### src/hw/rtl/crtc_pkg.sv
package crtc_pkg;

    localparam logic [1:0] CMD_TICK = 2'd0;
    localparam logic [1:0] CMD_SET  = 2'd1;
    localparam logic [1:0] CMD_READ = 2'd2;

    localparam logic [31:0] RESET_EPOCH = 32'd1217647125;
    localparam logic [7:0]  RESET_TPS   = 8'd100;
    localparam logic [11:0] EPOCH_YEAR  = 12'd1970;
    localparam logic [31:0] DAY_OFFSET  = 32'd719499;
    localparam logic [12:0] RECIP_100   = 13'd5243;
    localparam int          RECIP_SHIFT = 19;

    localparam logic [16:0] SECS_PER_DAY  = 17'd86400;
    localparam logic [11:0] SECS_PER_HOUR = 12'd3600;
    localparam logic [5:0]  SECS_PER_MIN  = 6'd60;
    localparam logic [2:0]  DAYS_PER_WEEK = 3'd7;

    // Reciprocals for exact division by multiplication over the operand ranges used.
    // Days: (t >> 7) / 675. Weekday: x / 7. Hours: (s >> 4) / 225. Minutes: (s >> 2) / 15.
    localparam logic [25:0] RECIP_DAY   = 26'd50903317;
    localparam int          DAY_SHIFT   = 35;
    localparam logic [16:0] RECIP_WEEK  = 17'd74899;
    localparam int          WEEK_SHIFT  = 19;
    localparam logic [12:0] RECIP_HOUR  = 13'd4661;
    localparam int          HOUR_SHIFT  = 20;
    localparam logic [10:0] RECIP_MIN   = 11'd1093;
    localparam int          MIN_SHIFT   = 14;

    typedef struct packed {
        logic [1:0]  cmd;
        logic [11:0] set_year;
        logic [3:0]  set_month;
        logic [4:0]  set_day;
        logic [4:0]  set_hour;
        logic [5:0]  set_minute;
        logic [5:0]  set_second;
    } crtc_in_t;

    typedef struct packed {
        logic [11:0] year;
        logic [3:0]  month;
        logic [4:0]  day;
        logic [4:0]  hour;
        logic [5:0]  minute;
        logic [5:0]  second;
        logic [2:0]  weekday;
    } crtc_out_t;

    typedef enum logic [3:0] {
        OP_NONE, OP_ACCEPT, OP_SET_Y, OP_SET_D, OP_SET_H, OP_SET_MI, OP_SET_S,
        OP_CONV, OP_WALK_INIT, OP_YEAR, OP_MONTH, OP_RESULT
    } dp_op_t;

    typedef enum logic [2:0] {
        CV_DAYS, CV_SPLIT, CV_HOUR, CV_SOH, CV_MIN
    } conv_step_t;

    typedef struct packed {
        dp_op_t     op;
        conv_step_t sel;
    } crtc_cmd_t;

    typedef struct packed {
        logic year_done;
        logic month_done;
        logic out_busy;
    } crtc_stat_t;

    function automatic logic [8:0] month_offset(input logic [3:0] m);
        logic [8:0] r;
        case (m)
            4'd0:    r = 9'd305;
            4'd1:    r = 9'd336;
            4'd2:    r = 9'd367;
            4'd3:    r = 9'd30;
            4'd4:    r = 9'd61;
            4'd5:    r = 9'd91;
            4'd6:    r = 9'd122;
            4'd7:    r = 9'd152;
            4'd8:    r = 9'd183;
            4'd9:    r = 9'd214;
            4'd10:   r = 9'd244;
            4'd11:   r = 9'd275;
            4'd12:   r = 9'd305;
            4'd13:   r = 9'd336;
            4'd14:   r = 9'd367;
            4'd15:   r = 9'd397;
            default: r = 9'd0;
        endcase
        return r;
    endfunction

    function automatic logic [4:0] days_in_month(input logic [3:0] m, input logic leap);
        logic [4:0] r;
        case (m)
            4'd0, 4'd2, 4'd4, 4'd6, 4'd7, 4'd9, 4'd11: r = 5'd31;
            4'd1:    r = leap ? 5'd29 : 5'd28;
            default: r = 5'd30;
        endcase
        return r;
    endfunction

endpackage

### src/hw/rtl/crtc_ctrl.sv
module crtc_ctrl
    import crtc_pkg::*;
(
    input  logic       aclk,
    input  logic       aresetn,
    input  logic       s_valid,
    input  logic [1:0] s_cmd,
    input  crtc_stat_t stat,
    output logic       s_ready,
    output crtc_cmd_t  ctl
);

    typedef enum logic [10:0] {
        ST_IDLE   = 11'b00000000001,
        ST_SET_Y  = 11'b00000000010,
        ST_SET_D  = 11'b00000000100,
        ST_SET_H  = 11'b00000001000,
        ST_SET_MI = 11'b00000010000,
        ST_SET_S  = 11'b00000100000,
        ST_CONV   = 11'b00001000000,
        ST_WINIT  = 11'b00010000000,
        ST_YEAR   = 11'b00100000000,
        ST_MONTH  = 11'b01000000000,
        ST_RESULT = 11'b10000000000
    } state_t;

    state_t     state_reg, state_next;
    conv_step_t sel_reg, sel_next;

    assign s_ready = (state_reg == ST_IDLE);

    always_comb begin
        state_next = state_reg;
        sel_next   = sel_reg;
        ctl.op     = OP_NONE;
        ctl.sel    = sel_reg;
        case (state_reg)
            ST_IDLE: begin
                if (s_valid) begin
                    ctl.op = OP_ACCEPT;
                    if (s_cmd == CMD_SET) begin
                        state_next = ST_SET_Y;
                    end else if (s_cmd == CMD_READ) begin
                        state_next = ST_CONV;
                        sel_next   = CV_DAYS;
                    end
                end
            end
            ST_SET_Y: begin
                ctl.op = OP_SET_Y;
                state_next = ST_SET_D;
            end
            ST_SET_D: begin
                ctl.op = OP_SET_D;
                state_next = ST_SET_H;
            end
            ST_SET_H: begin
                ctl.op = OP_SET_H;
                state_next = ST_SET_MI;
            end
            ST_SET_MI: begin
                ctl.op = OP_SET_MI;
                state_next = ST_SET_S;
            end
            ST_SET_S: begin
                ctl.op = OP_SET_S;
                state_next = ST_IDLE;
            end
            ST_CONV: begin
                ctl.op = OP_CONV;
                if (sel_reg == CV_MIN) begin
                    state_next = ST_WINIT;
                end else begin
                    sel_next = conv_step_t'(sel_reg + 3'd1);
                end
            end
            ST_WINIT: begin
                ctl.op = OP_WALK_INIT;
                state_next = ST_YEAR;
            end
            ST_YEAR: begin
                ctl.op = OP_YEAR;
                if (stat.year_done) begin
                    state_next = ST_MONTH;
                end
            end
            ST_MONTH: begin
                ctl.op = OP_MONTH;
                if (stat.month_done) begin
                    state_next = ST_RESULT;
                end
            end
            ST_RESULT: begin
                if (!stat.out_busy) begin
                    ctl.op = OP_RESULT;
                    state_next = ST_IDLE;
                end
            end
            default: begin
                state_next = ST_IDLE;
            end
        endcase
    end

    always_ff @(posedge aclk) begin
        if (!aresetn) begin
            state_reg <= ST_IDLE;
            sel_reg   <= CV_DAYS;
        end else begin
            state_reg <= state_next;
            sel_reg   <= sel_next;
        end
    end

`ifndef SYNTHESIS
    a_conv_to_walk: assert property (@(posedge aclk) disable iff (!aresetn)
        (state_reg == ST_CONV && sel_reg == CV_MIN) |=> state_reg == ST_WINIT)
        else $error("time split did not end in the calendar walk");
    a_year_to_month: assert property (@(posedge aclk) disable iff (!aresetn)
        (state_reg == ST_YEAR && stat.year_done) |=> state_reg == ST_MONTH)
        else $error("year walk did not hand over to month walk");
    a_result_free: assert property (@(posedge aclk) disable iff (!aresetn)
        (state_reg == ST_RESULT && !stat.out_busy) |=> state_reg == ST_IDLE)
        else $error("result was not stored when the output was free");
`endif

endmodule

### src/hw/rtl/crtc_dp.sv
module crtc_dp
    import crtc_pkg::*;
(
    input  logic       aclk,
    input  logic       aresetn,
    input  logic       cfg_wr_en,
    input  logic [7:0] cfg_wr_data,
    input  crtc_in_t   s_data,
    input  crtc_cmd_t  ctl,
    input  logic       m_ready,
    output crtc_stat_t stat,
    output logic       m_valid,
    output crtc_out_t  m_data
);

    logic [7:0]  tps_reg, sub_reg;
    logic [31:0] epoch_reg;
    crtc_in_t    in_reg;
    logic [12:0] ya_reg;
    logic [24:0] prod_reg;
    logic [31:0] acc_reg;
    logic [16:0] sod_reg;
    logic [11:0] soh_reg;
    logic [13:0] q7_reg;
    logic [15:0] days_reg;
    logic [2:0]  wd_reg;
    logic [4:0]  hour_reg;
    logic [5:0]  min_reg, sec_reg;
    logic [11:0] y_reg;
    logic [6:0]  c100_reg;
    logic [8:0]  c400_reg;
    logic [3:0]  mon_reg;
    crtc_out_t   out_reg;
    logic        out_valid_reg;

    logic [7:0]  sub_inc;
    logic [12:0] ya_in;
    logic [11:0] yp_in, yp;
    logic [5:0]  q100;
    logic [31:0] days_calc;
    logic [50:0] day_prod;
    logic [15:0] wk_sum, wd_calc;
    logic [32:0] wk_prod;
    logic [25:0] hr_prod;
    logic [16:0] soh_calc;
    logic [20:0] mn_prod;
    logic [11:0] sec_calc;
    logic        leap;
    logic [8:0]  ylen;
    logic [4:0]  mlen;

    assign sub_inc = sub_reg + 8'd1;
    assign ya_in = (in_reg.set_month <= 4'd2) ? ({1'b0, in_reg.set_year} - 13'd1)
                                              : {1'b0, in_reg.set_year};
    assign yp_in = ya_in[12] ? 12'd0 : ya_in[11:0];
    assign yp    = ya_reg[12] ? 12'd0 : ya_reg[11:0];
    assign q100  = prod_reg[RECIP_SHIFT +: 6];
    assign days_calc = 32'(yp >> 2) - 32'(q100) + 32'(q100 >> 2)
                     + 32'(month_offset(in_reg.set_month)) + 32'(in_reg.set_day)
                     + 32'($signed({{19{ya_reg[12]}}, ya_reg}) * 32'sd365)
                     - DAY_OFFSET;

    assign day_prod = 51'(epoch_reg[31:7]) * 51'(RECIP_DAY);
    assign wk_sum   = days_reg + 16'd4;
    assign wk_prod  = 33'(wk_sum) * 33'(RECIP_WEEK);
    assign wd_calc  = wk_sum - 16'(q7_reg) * 16'(DAYS_PER_WEEK);
    assign hr_prod  = 26'(sod_reg[16:4]) * 26'(RECIP_HOUR);
    assign soh_calc = sod_reg - 17'(hour_reg) * 17'(SECS_PER_HOUR);
    assign mn_prod  = 21'(soh_reg[11:2]) * 21'(RECIP_MIN);
    assign sec_calc = soh_reg - 12'(min_reg) * 12'(SECS_PER_MIN);

    assign leap  = (y_reg[1:0] == 2'd0) && ((c100_reg != 7'd0) || (c400_reg == 9'd0));
    assign ylen  = leap ? 9'd366 : 9'd365;
    assign mlen  = days_in_month(mon_reg, leap);

    assign stat.year_done  = (days_reg < 16'(ylen));
    assign stat.month_done = (mon_reg == 4'd11) || (days_reg < 16'(mlen));
    assign stat.out_busy   = out_valid_reg && !m_ready;
    assign m_valid = out_valid_reg;
    assign m_data  = out_reg;

    always_ff @(posedge aclk) begin
        if (!aresetn) begin
            tps_reg       <= RESET_TPS;
            sub_reg       <= '0;
            epoch_reg     <= RESET_EPOCH;
            out_valid_reg <= 1'b0;
        end else begin
            if (cfg_wr_en) begin
                tps_reg <= cfg_wr_data;
            end
            if (ctl.op == OP_RESULT) begin
                out_valid_reg <= 1'b1;
            end else if (m_ready) begin
                out_valid_reg <= 1'b0;
            end
            case (ctl.op)
                OP_ACCEPT: begin
                    in_reg <= s_data;
                    if (s_data.cmd == CMD_TICK) begin
                        if (sub_inc == tps_reg) begin
                            sub_reg   <= '0;
                            epoch_reg <= epoch_reg + 32'd1;
                        end else begin
                            sub_reg <= sub_inc;
                        end
                    end
                end
                OP_SET_Y: begin
                    ya_reg   <= ya_in;
                    prod_reg <= 25'(yp_in * RECIP_100);
                end
                OP_SET_D: begin
                    acc_reg <= days_calc;
                end
                OP_SET_H: begin
                    acc_reg <= 32'(acc_reg * 32'd24) + 32'(in_reg.set_hour);
                end
                OP_SET_MI: begin
                    acc_reg <= 32'(acc_reg * 32'd60) + 32'(in_reg.set_minute);
                end
                OP_SET_S: begin
                    epoch_reg <= 32'(acc_reg * 32'd60) + 32'(in_reg.set_second);
                end
                OP_CONV: begin
                    case (ctl.sel)
                        CV_DAYS: begin
                            days_reg <= day_prod[DAY_SHIFT +: 16];
                        end
                        CV_SPLIT: begin
                            sod_reg <= 17'(epoch_reg - 32'(days_reg) * 32'(SECS_PER_DAY));
                            q7_reg  <= wk_prod[WEEK_SHIFT +: 14];
                        end
                        CV_HOUR: begin
                            wd_reg   <= wd_calc[2:0];
                            hour_reg <= hr_prod[HOUR_SHIFT +: 5];
                        end
                        CV_SOH: begin
                            soh_reg <= soh_calc[11:0];
                        end
                        CV_MIN: begin
                            min_reg <= mn_prod[MIN_SHIFT +: 6];
                        end
                        default: begin
                        end
                    endcase
                end
                OP_WALK_INIT: begin
                    sec_reg  <= sec_calc[5:0];
                    y_reg    <= EPOCH_YEAR;
                    c100_reg <= 7'd70;
                    c400_reg <= 9'd370;
                    mon_reg  <= '0;
                end
                OP_YEAR: begin
                    if (!stat.year_done) begin
                        days_reg <= days_reg - 16'(ylen);
                        y_reg    <= y_reg + 12'd1;
                        c100_reg <= (c100_reg == 7'd99) ? 7'd0 : c100_reg + 7'd1;
                        c400_reg <= (c400_reg == 9'd399) ? 9'd0 : c400_reg + 9'd1;
                    end
                end
                OP_MONTH: begin
                    if (!stat.month_done) begin
                        days_reg <= days_reg - 16'(mlen);
                        mon_reg  <= mon_reg + 4'd1;
                    end
                end
                OP_RESULT: begin
                    out_reg.year    <= y_reg;
                    out_reg.month   <= mon_reg + 4'd1;
                    out_reg.day     <= days_reg[4:0] + 5'd1;
                    out_reg.hour    <= hour_reg;
                    out_reg.minute  <= min_reg;
                    out_reg.second  <= sec_reg;
                    out_reg.weekday <= wd_reg;
                end
                default: begin
                end
            endcase
        end
    end

endmodule

### src/hw/rtl/calendar_rtc_with_prescaler_unit.sv
// A tick or an unused command is taken without leaving the idle state; a set builds the
// seconds count from the year, day, hour, minute and second in turn. A read splits the
// seconds count into days, weekday, hours, minutes and seconds, then walks years from 1970
// and then months.
// One item is in work at a time; the input is ready again in the cycle after a result is stored.
// Reset (aresetn, synchronous, active low) loads 1217647125 seconds, clears the prescaler
// and sets ticks_per_second to 100.
module calendar_rtc_with_prescaler_unit
    import crtc_pkg::*;
(
    input  logic       aclk,
    input  logic       aresetn,
    input  logic       cfg_wr_en,
    input  logic [7:0] cfg_wr_data,
    input  logic       s_valid,
    output logic       s_ready,
    input  crtc_in_t   s_data,
    output logic       m_valid,
    input  logic       m_ready,
    output crtc_out_t  m_data
);

    crtc_cmd_t  ctl;
    crtc_stat_t stat;

    crtc_ctrl u_ctrl (
        .aclk    (aclk),
        .aresetn (aresetn),
        .s_valid (s_valid),
        .s_cmd   (s_data.cmd),
        .stat    (stat),
        .s_ready (s_ready),
        .ctl     (ctl)
    );

    crtc_dp u_dp (
        .aclk        (aclk),
        .aresetn     (aresetn),
        .cfg_wr_en   (cfg_wr_en),
        .cfg_wr_data (cfg_wr_data),
        .s_data      (s_data),
        .ctl         (ctl),
        .m_ready     (m_ready),
        .stat        (stat),
        .m_valid     (m_valid),
        .m_data      (m_data)
    );

endmodule

### config.mk
export PLATFORM = sky130hd
export DESIGN_NAME = calendar_rtc_with_prescaler_unit
export DESIGN_NICKNAME = d
export VERILOG_FILES = /design/src/hw/rtl/crtc_pkg.sv /design/src/hw/rtl/crtc_ctrl.sv /design/src/hw/rtl/crtc_dp.sv /design/src/hw/rtl/calendar_rtc_with_prescaler_unit.sv
export SDC_FILE = /design/constraint.sdc
export NUM_CORES = 2
export LEC_CHECK = 0
export BUFFER_PORTS_ARGS = -buffer_cell sky130_fd_sc_hd__buf_2
export CAP_MARGIN = 20
export CORE_MARGIN = 10
export CORE_UTILIZATION = 51
export CTS_CLUSTER_DIAMETER = 60
export DETAILED_ROUTE_END_ITERATION = 12
export PLACE_DENSITY = 0.67
export SYNTH_ARGS = -nofsm -noshare
export SYNTH_HDL_FRONTEND = slang
export SYNTH_HIERARCHICAL = 1
export SYNTH_SLANG_ARGS = --single-unit
### constraint.sdc
create_clock -name aclk -period 9.4 [get_ports aclk]
set_clock_uncertainty 0.15 [all_clocks]
set_input_delay 0 -clock aclk [delete_from_list [all_inputs] [get_ports aclk]]
set_output_delay 0 -clock aclk [all_outputs]
set_load 0.01 [all_outputs]
Word level (Yosys, flattened, before mapping)
Memories as Yosys holds them, arrays and structs flattened. A register that Yosys moved wholly into a read port is not among the register bits.
Cells that the tools add are included.
W data, S select, Z words.
{"block": "word_totals", "register_bits": 323, "rom_bits": 144, "inputBits": 53, "out_inout_bits": 43, "word_cells": 206, "n_memories": 1}
{"block": "classes", "n_addsub": 25, "multipliers": 12, "order_cmp": 3, "n_eq_ne": 52, "muxes": 44, "reduce_logical": 35}
{"name": "(name not given)", "words": 16, "width": 9, "read_ports": 1, "rd_clocked_by_memory_dff": 1, "wr": 0, "line": "crtc_pkg.sv:72", "text": "case (m)"}
{"op": "$pmux W11 S10", "count": 1}
{"op": "$pmux W32 S3", "count": 1}
{"op": "$mux W11", "count": 7}
{"op": "$add A32 B5 Y32", "count": 2}
{"op": "$add A32 B6 Y32", "count": 2}
{"op": "$mux W32", "count": 2}
{"op": "$pmux W32 S2", "count": 1}
{"op": "$mul A25 B26 Y51 const B", "count": 1}
{"op": "$mux W16", "count": 3}
{"op": "$pmux W16 S3", "count": 1}
{"op": "$pmux W4 S11", "count": 1}
{"op": "$mux W12", "count": 3}
{"op": "$mul A16 B17 Y33 const B", "count": 1}
{"op": "$add A32 B1 Y32 const B", "count": 1}
{"op": "$add A32 B32 Y32", "count": 1}
{"op": "$add A32 B4 Y32", "count": 1}
{"op": "$add A32 B9 Y32", "count": 1}
{"op": "$mul A32 B2 Y29 const B", "count": 1}
{"op": "$mul A32 B4 Y30 const B", "count": 1}
{"op": "$sub A32 B20 Y32 const B", "count": 1}
{"op": "$eq A4 B3 Y1 const B", "count": 7}
{"op": "$mul A12 B13 Y25 const B", "count": 1}
{"op": "$mul A13 B13 Y25 const B", "count": 1}
{"op": "$eq A4 B4 Y1 const B", "count": 6}
{"op": "other kinds (78)", "count": 123}

Longest topological paths before layout
{"block": "depth", "word_depth": 9, "mapped_depth": 32, "ltp_nobuf": 32}

Modules after synthesis
Netlist, hierarchy kept.
{"mod": "crtc_dp", "n_inst": 1, "cells_each": 4275, "area_each_um2": 42493.3, "seq_area_each_um2": 8007.7}
{"mod": "crtc_ctrl", "n_inst": 1, "cells_each": 119, "area_each_um2": 954.7, "seq_area_each_um2": 280.3}

Worst setup path after synthesis
OpenSTA, ideal clock, no wires.
{"block": "synth_path", "kind": "reg-to-reg", "from": "reg u_dp.ya_reg[6]", "to": "reg u_dp.acc_reg[26] (data pin)", "setup_time_ns": 0.158, "t_arrival_ns": 7.167, "setup_slack_ns": 1.926, "path_stages_with_launch": 29, "n_path_buf": 0, "synth_period_minus_slack_ns": 7.474, "path_cell_list": "edfxtp_1 ha_1 inv_1 fa_1 fa_1 inv_1 fa_1 inv_1 fa_1 inv_1 ha_1 a21oi_1 o21ai_0 a41oi_1 a2111oi_0 a2111oi_0 nor3b_1 o211a_1 a21o_1 ha_1 inv_1 ha_1 ha_1 ha_1 or2_2 a21oi_1 a21oi_1 or3_1 o211ai_1"}
{"block": "synth_between", "elab_chain_cells": 8, "elab_cells_between_ends": 9}
{"element": "start, declared", "line": "crtc_dp.sv:19", "text": "logic [12:0] ya_reg;"}
{"element": "start signal, assigned", "line": "crtc_dp.sv:110", "text": "ya_reg <= ya_in;"}
{"element": "$mux W12", "line": "crtc_dp.sv:56", "text": "assign yp = ya_reg[12] ? 12'd0 : ya_reg[11:0];"}
{"element": "$sub A10 B6 Y11", "line": "crtc_dp.sv:58", "text": "assign days_calc = 32'(yp >> 2) - 32'(q100) + 32'(q100 >> 2)"}
{"element": "$add A32 B4 Y32", "line": "crtc_dp.sv:58"}
{"element": "$add A32 B9 Y32", "line": "crtc_dp.sv:59", "text": "+ 32'(month_offset(in_reg.set_month)) + 32'(in_reg.set_day)"}
{"element": "$add A32 B5 Y32", "line": "crtc_dp.sv:59"}
{"element": "$add A32 B32 Y32 (*)", "line": "crtc_dp.sv:60", "text": "+ 32'($signed({{19{ya_reg[12]}}, ya_reg}) * 32'sd365)"}
{"element": "$sub A32 B20 Y32 (*)", "line": "crtc_dp.sv:61", "text": "- DAY_OFFSET;"}
{"element": "$pmux W32 S3 (*)", "line": "crtc_dp.sv:97", "text": "case (ctl.op)"}
{"element": "end signal, assigned", "line": "crtc_dp.sv:114", "text": "acc_reg <= days_calc;"}
{"element": "end signal, assigned", "line": "crtc_dp.sv:117", "text": "acc_reg <= 32'(acc_reg * 32'd24) + 32'(in_reg.set_hour);"}
{"element": "end signal, assigned", "line": "crtc_dp.sv:120", "text": "acc_reg <= 32'(acc_reg * 32'd60) + 32'(in_reg.set_minute);"}
{"element": "end, declared", "line": "crtc_dp.sv:21", "text": "logic [31:0] acc_reg;"}
Mark *: on every way between the ends. The rest lies on a longest branch, timed or not.
A chain may end at the register's enable or synchronous reset.

Worst setup path in the final report
{"block": "layout_path", "from": "reg u_dp.ya_reg[6]", "to": "reg u_dp.acc_reg[28] (data pin)"}
The elaborated chain is that of the path after synthesis.

==> impl_metrics.py <==
metrics = {
    "run_status": {
        "status": "completed",
    },
    "routing": {
        "drt-initial-drc-count": 1750,
        "drtPass1Iterations": 8,
        "num_vias": 31700,
        "drc": 0,
        "wirelength_mm": 104,
        "wire_per_inst_um": 18.0,
        "ant_nets": 0,
        "routed_via_density": 5.50,
    },
    "synth": {
        "synth_edf_count": 228,
        "synth_cells": 4394,
        "seq_area_frac_synth_pct": 19.1,
        "syn_area_um2": 43400,
        "synth.largest_area_cell": "ha_1",
        "async_flop_share_pct": 0,
        "synth_cell_types": 96,
        "yosys-top-cells-area": "ha_1 (25%), fa_1 (20%), edfxtp_1 (16%)",
        "synth_top_area_share_pct": 24.7,
        "synth_ff_type": "edfxtp_1",
        "synth-warning-count": 6,
        "syn-num-nets": 5743,
        "postSynthAreaPerCell_um2": 9.89,
        "ys_seq_elements": 300,
    },
    "cts": {
        "cts_made_buffers": 42,
        "cts_htree_levels": 2,
        "cts_root_buf": "clkbuf_16",
        "worstSkewPairLatency_ns": 0.59,
        "cts_tree": "yes",
        "clockBufferDepth": 3,
        "path_clk_slew_ns": 0.05,
        "post_cts_buffers": 0,
        "cts_sinks": 300,
    },
    "layout": {
        "mostFrequentLayoutCells": "ha_1 (859), inv_1 (812), fa_1 (437), edfxtp_1 (228), xnor2_1 (205)",
        "fill_cells": 7408,
        "nets": 5946,
        "final_cells": 5766,
        "drive_above_1_share_pct": 5.51,
        "layout_commonest_cell": "ha_1",
        "syn2layout_area_growth_pct": 9.80,
        "largest_reg_flops": 41,
        "layout.area.seq_um2": 8290,
        "multi_input_area_um2": 31900,
    },
    "global_route": {
        "grt_pass1_vias": 32500,
        "grt_pass1_wl_mm": 172,
        "grt_max_degree": 58,
        "antenna_found_initial": 1,
        "grt-ovfl-total": 0,
        "grt_usage_pct": 21.5,
    },
    "sta": {
        "fmax_mhz": 121,
        "worst_pin_slew_ns": 0.988,
        "period_share_pct": 87.6,
        "finalSetupTns_ns": 0,
        "drv_slew": 0,
        "report.final.hold_viol_count": 0,
        "rsz0062_at_grt": "no",
        "finalSetupViolations": 0,
        "max-slew-margin-rel_pct": 33.7,
        "min_period_ns": 8.24,
    },
    "critical_path": {
        "required_ns": 9.65,
        "slowest_delay_ns": 0.73,
        "ff2ff_path_depth": 28,
        "cpMaxStageDelayCell": "a2111oi_0",
        "r2r_slack_ns": 1.16,
        "path_common_cell": "ha_1",
        "critPathLaunchType": "register",
        "critPathMaxFanout": 5,
        "rr_endpoint": "u_dp/acc_reg[28]$_DFFE_PP_",
        "critPathArrivalTime_ns": 8.49,
        "rr_startpoint": "u_dp/ya_reg[6]$_DFFE_PP_",
        "endpoint_kind": "register",
        "critical_path_class": "reg -> reg",
    },
    "floorplan": {
        "fp.dieArea_um2": 97300,
        "ios": 96,
        "start_util_pct": 51.7,
        "std_cell_rows": 106,
        "fp.coreArea_um2": 84100,
        "fp.dieW_um": 312,
        "die-height_um": 312,
    },
    "hold_path": {
        "hp-class": "in -> reg",
        "hold_depth": 2,
        "min_to": "u_dp/in_reg[22]$_DFFE_PP_",
        "hold_path_startpoint": "s_data[22]",
    },
    "power": {
        "cellPowerDensity_nw_per_um2": 117,
        "leakagePower_nw": 23.1,
        "ir_drop_uv": 172,
    },
    "placed_design": {
        "numPortBuffers": 95,
        "dp.cells": 5580,
        "hpwl_mm": 85.6,
        "gp_congestion": 0.910,
    },
    "job": {
        "cap_viol_max_count": 0,
    },
}
==> power by group <==
group / leakage (nW) / internal [mW] / switching, mW / total [mW]
registers: 2.66 / 1.52 / 0.0243 / 1.54
clock network: 0.643 / 0.891 / 0.644 / 1.54
logic: 19.8 / 1.09 / 1.42 / 2.51
total: 23.1 / 3.50 / 2.09 / 5.59
==> critical path, delay by kind of cell, from the launching register on <==
kind	cells	cell delay, ns
adders and majority gates	10	3.88
AOI/OAI and AO/OA	10	2.47
and+or+nand+nor	3	0.79
DFF	1	0.52
buffers and inverters	5	0.24
==> cells by family (layout without fill, tap and decap cells) <==
kind of cell / count (synthesis) / in the layout / share of synthesized area, %
buffers and inverters: 884 / 1121 / 7.71
xor gates and xnor gates: 328 / 328 / 6.65
DFF: 300 / 300 / 19.1
other: 0 / 1 / 0
and+or+nand+nor: 871 / 871 / 10.5
AOI/OAI and AO/OA: 690 / 690 / 10.6
muxes: 25 / 25 / 0.608
adders and majority gates: 1296 / 1296 / 44.9
==> cell type report <==
| class | instances | area share (%) |
|---|---|---|
| Multi-Input combinational cell | 3210 | 66.8 |
| Sequential cell | 300 | 17.4 |
| Inverter | 814 | 6.41 |
| Timing Repair Buffer | 229 | 3.66 |
| Tap cell | 1134 | 2.97 |
| Clock buffer | 54 | 2.36 |
| Clock inverter | 24 | 0.430 |
| Antenna cell | 1 | 0.00525 |
==> through the flow <==
stage	cell area, um2	util (%)	power (mW)	hold WS [ns]	setup slack (ns)
floorplan	43400	-	3.48	-0.0728	1.93
global placement	45300	53.9	3.98	0.0263	1.36
detailed placement	45300	53.9	4.04	0.0281	1.21
CTS	47700	56.7	5.63	0.00154	1.17
global route	47700	56.7	6.04	0.0223	0.673
finish	47700	56.7	5.59	0.00316	1.16
==> what timing repair did <==
action | in CTS | in global routing
setup endpoints to repair | 0 | 0
hold endpoints to repair | 106 | 0
resized for setup | 0 | 0
hold buffers | 106 | 0
==> metal layers <==
metal	part of all wire, %	wire length, um	up-vias	GRT usage [%]
met4	2.5	2640	0	5.37
li1	-	-	15400	-
met5	0	0	-	0
met1	45	46800	15400	28.4
met3	4.7	4900	150	2.88
met2	48	49700	686	36.7
==> worst max path at each step <==
stage,start,end,slack [ns],depth (start not counted)
floorplan,u_dp/ya_reg[6]$_DFFE_PP_,u_dp/acc_reg[26]$_DFFE_PP_,1.93,28
global placement,u_dp/ya_reg[6]$_DFFE_PP_,u_dp/acc_reg[26]$_DFFE_PP_,1.36,28
detailed placement,u_dp/ya_reg[6]$_DFFE_PP_,u_dp/acc_reg[27]$_DFFE_PP_,1.21,27
CTS,u_dp/ya_reg[6]$_DFFE_PP_,u_dp/acc_reg[27]$_DFFE_PP_,1.17,27
global route,u_dp/ya_reg[6]$_DFFE_PP_,u_dp/acc_reg[25]$_DFFE_PP_,0.67,27
finish,u_dp/ya_reg[6]$_DFFE_PP_,u_dp/acc_reg[28]$_DFFE_PP_,1.16,28
==> Yosys cell counts, types with 61 or more instances <==
| library cell | n |
|---|---|
| xnor2_1 | 205 |
| a21o_1 | 88 |
| clkbuf_1 | 61 |
| nand3_1 | 93 |
| a21oi_1 | 176 |
| fa_1 | 437 |
| nor3_1 | 65 |
| nand2_1 | 194 |
| edfxtp_1 | 228 |
| o21ai_0 | 133 |
| inv_1 | 812 |
| ha_1 | 859 |
| dfxtp_1 | 72 |
| nor2_1 | 176 |
| xor2_1 | 121 |
(Power assumes the default switching activity.)
